$ cat src/design/cbs_pkg.sv
// Shared constants, types and helpers for the centroid bounding sphere unit.
package cbs_pkg;

  localparam int MAX_POINTS  = 1024;
  localparam int COORD_BITS  = 24;
  localparam int ADDR_W      = (MAX_POINTS > 1) ? $clog2(MAX_POINTS) : 1;
  localparam int CNT_W       = $clog2(MAX_POINTS + 1);
  localparam int SUM_W       = COORD_BITS + CNT_W;
  localparam int IT_W        = $clog2(SUM_W + 1);
  localparam int SQ_W        = 2 * COORD_BITS;
  localparam int WORD_W      = 3 * COORD_BITS;
  localparam int OUT_COORD_W = 24;
  localparam int OUT_RAD_W   = 50;

  typedef enum logic [2:0] {
    ST_IDLE,
    ST_DIV_ISSUE,
    ST_DIV_WAIT,
    ST_SCAN,
    ST_DRAIN,
    ST_OUT
  } cbs_state_t;

  typedef enum logic [1:0] {
    AXIS_X,
    AXIS_Y,
    AXIS_Z
  } cbs_axis_t;

  typedef struct packed {
    logic                    valid;
    logic signed [SUM_W-1:0] dividend;
    logic [CNT_W-1:0]        divisor;
  } cbs_div_req_t;

  typedef struct packed {
    logic                         done;
    logic signed [COORD_BITS-1:0] quotient;
  } cbs_div_rsp_t;

  function automatic logic [COORD_BITS-1:0] abs_diff(input logic signed [COORD_BITS-1:0] a,
                                                     input logic signed [COORD_BITS-1:0] b);
    logic signed [COORD_BITS:0] d;
    d = (COORD_BITS+1)'(a) - (COORD_BITS+1)'(b);
    abs_diff = d[COORD_BITS] ? COORD_BITS'(-d) : d[COORD_BITS-1:0];
  endfunction

endpackage

$ cat src/design/cbs_div.sv
// Iterative restoring divider: signed sum by unsigned count, truncating toward zero.
module cbs_div import cbs_pkg::*; (
  input  logic         clk,
  input  logic         rst_n,
  input  cbs_div_req_t req,
  output cbs_div_rsp_t rsp
);

  logic              busy_r;
  logic              done_r;
  logic [IT_W-1:0]   cnt_r;
  logic [SUM_W-1:0]  quo_r;
  logic [CNT_W-1:0]  rem_r;
  logic [CNT_W-1:0]  div_r;
  logic              neg_r;
  logic [CNT_W:0]    trial;
  logic [CNT_W:0]    diff;
  logic              ge;
  logic [SUM_W-1:0]  mag;
  logic [COORD_BITS-1:0] q_mag;

  assign mag   = req.dividend[SUM_W-1] ? SUM_W'(-req.dividend) : req.dividend;
  assign trial = {rem_r, quo_r[SUM_W-1]};
  assign diff  = trial - {1'b0, div_r};
  assign ge    = (trial >= {1'b0, div_r});

  always_ff @(posedge clk) begin
    if (!rst_n) begin
      busy_r <= 1'b0;
      done_r <= 1'b0;
      cnt_r  <= '0;
    end else begin
      done_r <= !req.valid && busy_r && (cnt_r == IT_W'(1));
      if (req.valid) begin
        busy_r <= 1'b1;
        cnt_r  <= IT_W'(SUM_W);
      end else if (busy_r) begin
        cnt_r <= cnt_r - IT_W'(1);
        if (cnt_r == IT_W'(1)) begin
          busy_r <= 1'b0;
        end
      end
    end
  end

  always_ff @(posedge clk) begin
    if (req.valid) begin
      quo_r <= mag;
      rem_r <= '0;
      div_r <= req.divisor;
      neg_r <= req.dividend[SUM_W-1];
    end else if (busy_r) begin
      quo_r <= {quo_r[SUM_W-2:0], ge};
      rem_r <= ge ? diff[CNT_W-1:0] : trial[CNT_W-1:0];
    end
  end

  assign q_mag        = quo_r[COORD_BITS-1:0];
  assign rsp.done     = done_r;
  assign rsp.quotient = neg_r ? COORD_BITS'(-q_mag) : q_mag;

endmodule

$ cat config.mk
export PLATFORM = sky130hd
export DESIGN_NAME = cbs_div
export DESIGN_NICKNAME = d
export VERILOG_FILES = /design/src/design/cbs_pkg.sv /design/src/design/cbs_div.sv
export SDC_FILE = /design/constraint.sdc
export NUM_CORES = 1
export LEC_CHECK = 0
export BUFFER_PORTS_ARGS = -buffer_cell sky130_fd_sc_hd__buf_2
export CORE_ASPECT_RATIO = 2
export CORE_MARGIN = 2
export CORE_UTILIZATION = 51
export CTS_CLUSTER_DIAMETER = 80
export CTS_CLUSTER_SIZE = 24
export DETAILED_ROUTE_END_ITERATION = 6
export PLACE_DENSITY = 0.76
export SLEW_MARGIN = 0
export SYNTH_ARGS = -nofsm -noshare
export SYNTH_HDL_FRONTEND = slang
export SYNTH_SLANG_ARGS = --single-unit
$ cat constraint.sdc
create_clock -name clk -period 2.4 [get_ports clk]
set_input_delay 0.36 -clock clk [delete_from_list [all_inputs] [get_ports clk]]
set_output_delay 0.36 -clock clk [all_outputs]
set_load 0.02 [all_outputs]
==> flow_metrics.env <==
export IMPL_p_total_mw=3.71
export IMPL_post_route_min_period_ns=2.81
export IMPL_dr_total_vias=3872
export IMPL_fin_crit_sh_pct=117
export IMPL_slew_headroom_pct=46.2
export IMPL_worst_slew_pin_slew_ns=0.807
export IMPL_grt_pass1_vias=3893
export IMPL_postSynthCellCount=468
export IMPL_path_common_cell="buf_4"
export IMPL_p_per_area_nw_per_um2=687
export IMPL_postCtsHoldBufs=0
export IMPL_pre_cts_slack_ns=-0.110
export IMPL_htree_levels=3
export IMPL_path_clk_slew_ns=0.06
export IMPL_crit_required_ns=2.04
export IMPL_clk_latency_ns=0.34
export IMPL_syn_avg_cell_area_sq_um=9.28
export IMPL_violations="negative setup slack"
export IMPL_grt_ovfl_total=0
export IMPL_die_w_um=69.3
export IMPL_cts_root_buf="clkbuf_16"
export IMPL_path_class="reg -> out"
export IMPL_tritoncts="done"
export IMPL_wirelength_um=11300
export IMPL_antenna_cells=0
export IMPL_synth_edf_count=47
export IMPL_cp_max_fo=3
export IMPL_first_pass_iters=5
export IMPL_hold_viol_final=0
export IMPL_cts_made_buffers=9
export IMPL_drc=0
export IMPL_ys_ff_latch=66
export IMPL_ys_types=56
export IMPL_die_y_um=135
export IMPL_synthArstFlopShare_pct=0
export IMPL_cp_slowest_cell="or4_4"
export IMPL_grt_pass1_wl_um=18100
export IMPL_gp_congestion=0.893
export IMPL_maxSlewViolCount=0
export IMPL_drive_above_1_share_pct=26.1
export IMPL_status="finished with violations"
export IMPL_cts_sinks=66
export IMPL_worst_path_dominant_cell_family="simple AND/OR/NAND/NOR gates"
export IMPL_place_port_buffers=73
export IMPL_nFillCells=688
export IMPL_initial_core_util_pct=52.4
export IMPL_ios=74
export IMPL_fmax_mhz=356
export IMPL_antenna_left=0
export IMPL_grt_usage_pct=24.6
export IMPL_finalSetupViolCount=16
export IMPL_drv_cap=0
export IMPL_die_area_sq_um=9310
export IMPL_netlist_area_sq_um=4340
export IMPL_ys_seq_area_share_pct=41.3
export IMPL_wl_per_cell_um=16.9
export IMPL_p_leak_nw=2.18
export IMPL_first_iter_violations=247
export IMPL_syn_to_final_growth_pct=24.3
export IMPL_worstPathArrival_ns=2.45
export IMPL_dp_hpwl_um=8400
export IMPL_critical_path_cell_chain="or4_4, nor4_4, and3b_2, buf_4, nand2_1, o21ai_1, xnor2_1, buf_4"
export IMPL_finClkSkew_ns=0.00578
export IMPL_viasPerCell=5.79
export IMPL_yosysWarningCount=0
export IMPL_end_kind="output pin"
export IMPL_coreArea_sq_um=8290
export IMPL_clockBufferDepth=2
export IMPL_start_kind="register"
export IMPL_peakVddDrop_mv=0.469
export IMPL_rsz0062_at_grt="yes"
export IMPL_fin_ws_ns=-0.412
export IMPL_path_buf_inv=2
export IMPL_ys_flop_type="edfxtp_1"
export IMPL_hold_class="in -> reg"
export IMPL_num_rows=47
export IMPL_critPathMaxStageDelay_ns=0.57
export IMPL_synth_fp_nets=533
export IMPL_antenna_found_initial=0
export IMPL_fin_nets=631
export IMPL_grt_max_degree=39
-- cell usage after synthesis (3+ instances only) --
library cell | count | share of area (%)
ha_1 | 15 | 4.3
or2_2 | 3 | 0.43
nor2b_1 | 3 | 0.43
a211oi_1 | 4 | 0.69
mux2i_1 | 7 | 1.6
xor2_1 | 32 | 6.5
nor2_1 | 55 | 4.8
o21ai_0 | 28 | 3.2
buf_1 | 3 | 0.26
or3_1 | 5 | 0.72
inv_1 | 24 | 2.1
or4_1 | 5 | 0.86
o31ai_1 | 14 | 2.4
clkbuf_1 | 13 | 1.1
nor3_1 | 8 | 0.92
nand3_1 | 10 | 1.2
nand4_1 | 5 | 0.72
o41ai_1 | 7 | 1.4
edfxtp_1 | 47 | 32
nand2_1 | 31 | 2.7
o41ai_2 | 3 | 1.1
dfxtp_1 | 19 | 8.8
nand2b_1 | 11 | 1.6
a21oi_1 | 46 | 5.3
xnor2_1 | 33 | 6.7
-- worst register-to-register path, cell delays in order (launching register included) --
cell	delay (ns)
edfxtp_1	0.39
inv_1	0.08
ha_2	0.19
fa_2	0.21
nor2b_1	0.05
o31a_1	0.33
o211ai_1	0.29
nand2_1	0.15
buf_12	0.18
mux2i_1	0.13
a22o_1	0.21
-- state kept, by name, summed over array words and instances (netlist names) --
register,cells
busy_r,1
done_r,1
neg_r,1
quo_r,35
cnt_r,6
div_r,11
rem_r,11
-- routing by layer --
metal / track usage, % / wire length [um]
met1: 23.5 / 3920
met2: 48.3 / 6690
met3: 4.85 / 384
met4: 12.2 / 335
met5: 0 / 0
-- final cells by class --
class                           count  area [sq um]  share of cell area, %
Clock inverter                      6          46.3                  0.858
Tap cell                           98           123                   2.27
Multi-Input combinational cell    359          2440                   45.2
Clock buffer                       10           250                   4.64
Inverter                           24          90.1                   1.67
Sequential cell                    66          1790                   33.2
Timing Repair Buffer              106           654                   12.1
-- stage by stage --
step | util, % | area (sq um) | TNS [ns] | hold slack (ns) | std cells
floorplan | - | 4340 | 0 | 0.453 | 468
global placement | 59.7 | 4950 | -0.00677 | 0.472 | 645
detailed placement | 59.7 | 4950 | -0.482 | 0.479 | 645
CTS | 64.3 | 5330 | -4.82 | 0.184 | 665
global route | 65.1 | 5400 | -6.52 | 0.183 | 669
finish | 65.1 | 5400 | -5.07 | 0.195 | 669
-- cells by family (layout without fill, tap and decap cells) --
kind of cell    after synthesis  count (layout)  share of synthesized area (%)
mux                           7               7                           1.61
buf+inv                      43             146                           3.92
simple gates                149             149                           17.1
compound gates              122             122                           18.2
xor+xnor                     65              65                           13.1
fa+ha+maj                    16              16                           4.78
flops                        66              66                           41.3
-- where the power goes --
part           internal, mW  switching [mW]  leakage, nW
Clock                 0.771           0.529        0.149
Sequential             1.35          0.0973        0.617
Combinational         0.411           0.544         1.41
Total                  2.54            1.17         2.18
-- path summary, 6_finish.rpt --
path	from	end	slack [ns]	depth (start not counted)
max	quo_r[6]$_DFFE_PP_	rsp[14]	-0.41	8
min	req[9]	div_r[9]$_DFFE_PP_	0.19	1
max reg2reg	quo_r[34]$_DFFE_PP_	rem_r[1]$_SDFFE_PP0P_	0.08	10
min reg2reg	rem_r[3]$_SDFFE_PP0P_	rem_r[3]$_SDFFE_PP0P_	0.49	2
-- layout by cell type, fill, tap and decap left out, types with 3 or more instances in the layout --
cell type / instances
o21ai_1: 5
nand3_1: 9
o31ai_1: 12
or2_2: 3
nor3_1: 8
o31ai_2: 3
a211oi_1: 4
o41ai_2: 4
mux2i_1: 7
dfxtp_1: 19
or4_1: 5
o21ai_0: 24
inv_1: 24
nand2b_1: 11
clkbuf_16: 10
o41ai_1: 6
edfxtp_1: 47
nor2_1: 55
buf_2: 63
xnor2_1: 31
nand4_1: 5
nor2b_1: 3
nand2_1: 30
or3_1: 5
ha_1: 14
buf_4: 41
xor2_1: 32
a21oi_1: 46
-- what timing repair did --
| action | in CTS | in global routing |
|---|---|---|
| pin swaps | 5 | 8 |
| resized for setup | 15 | 11 |
| setup endpoints to repair | 17 | 28 |
| buffers inserted | 4 | 4 |
(Power assumes the default switching activity.)
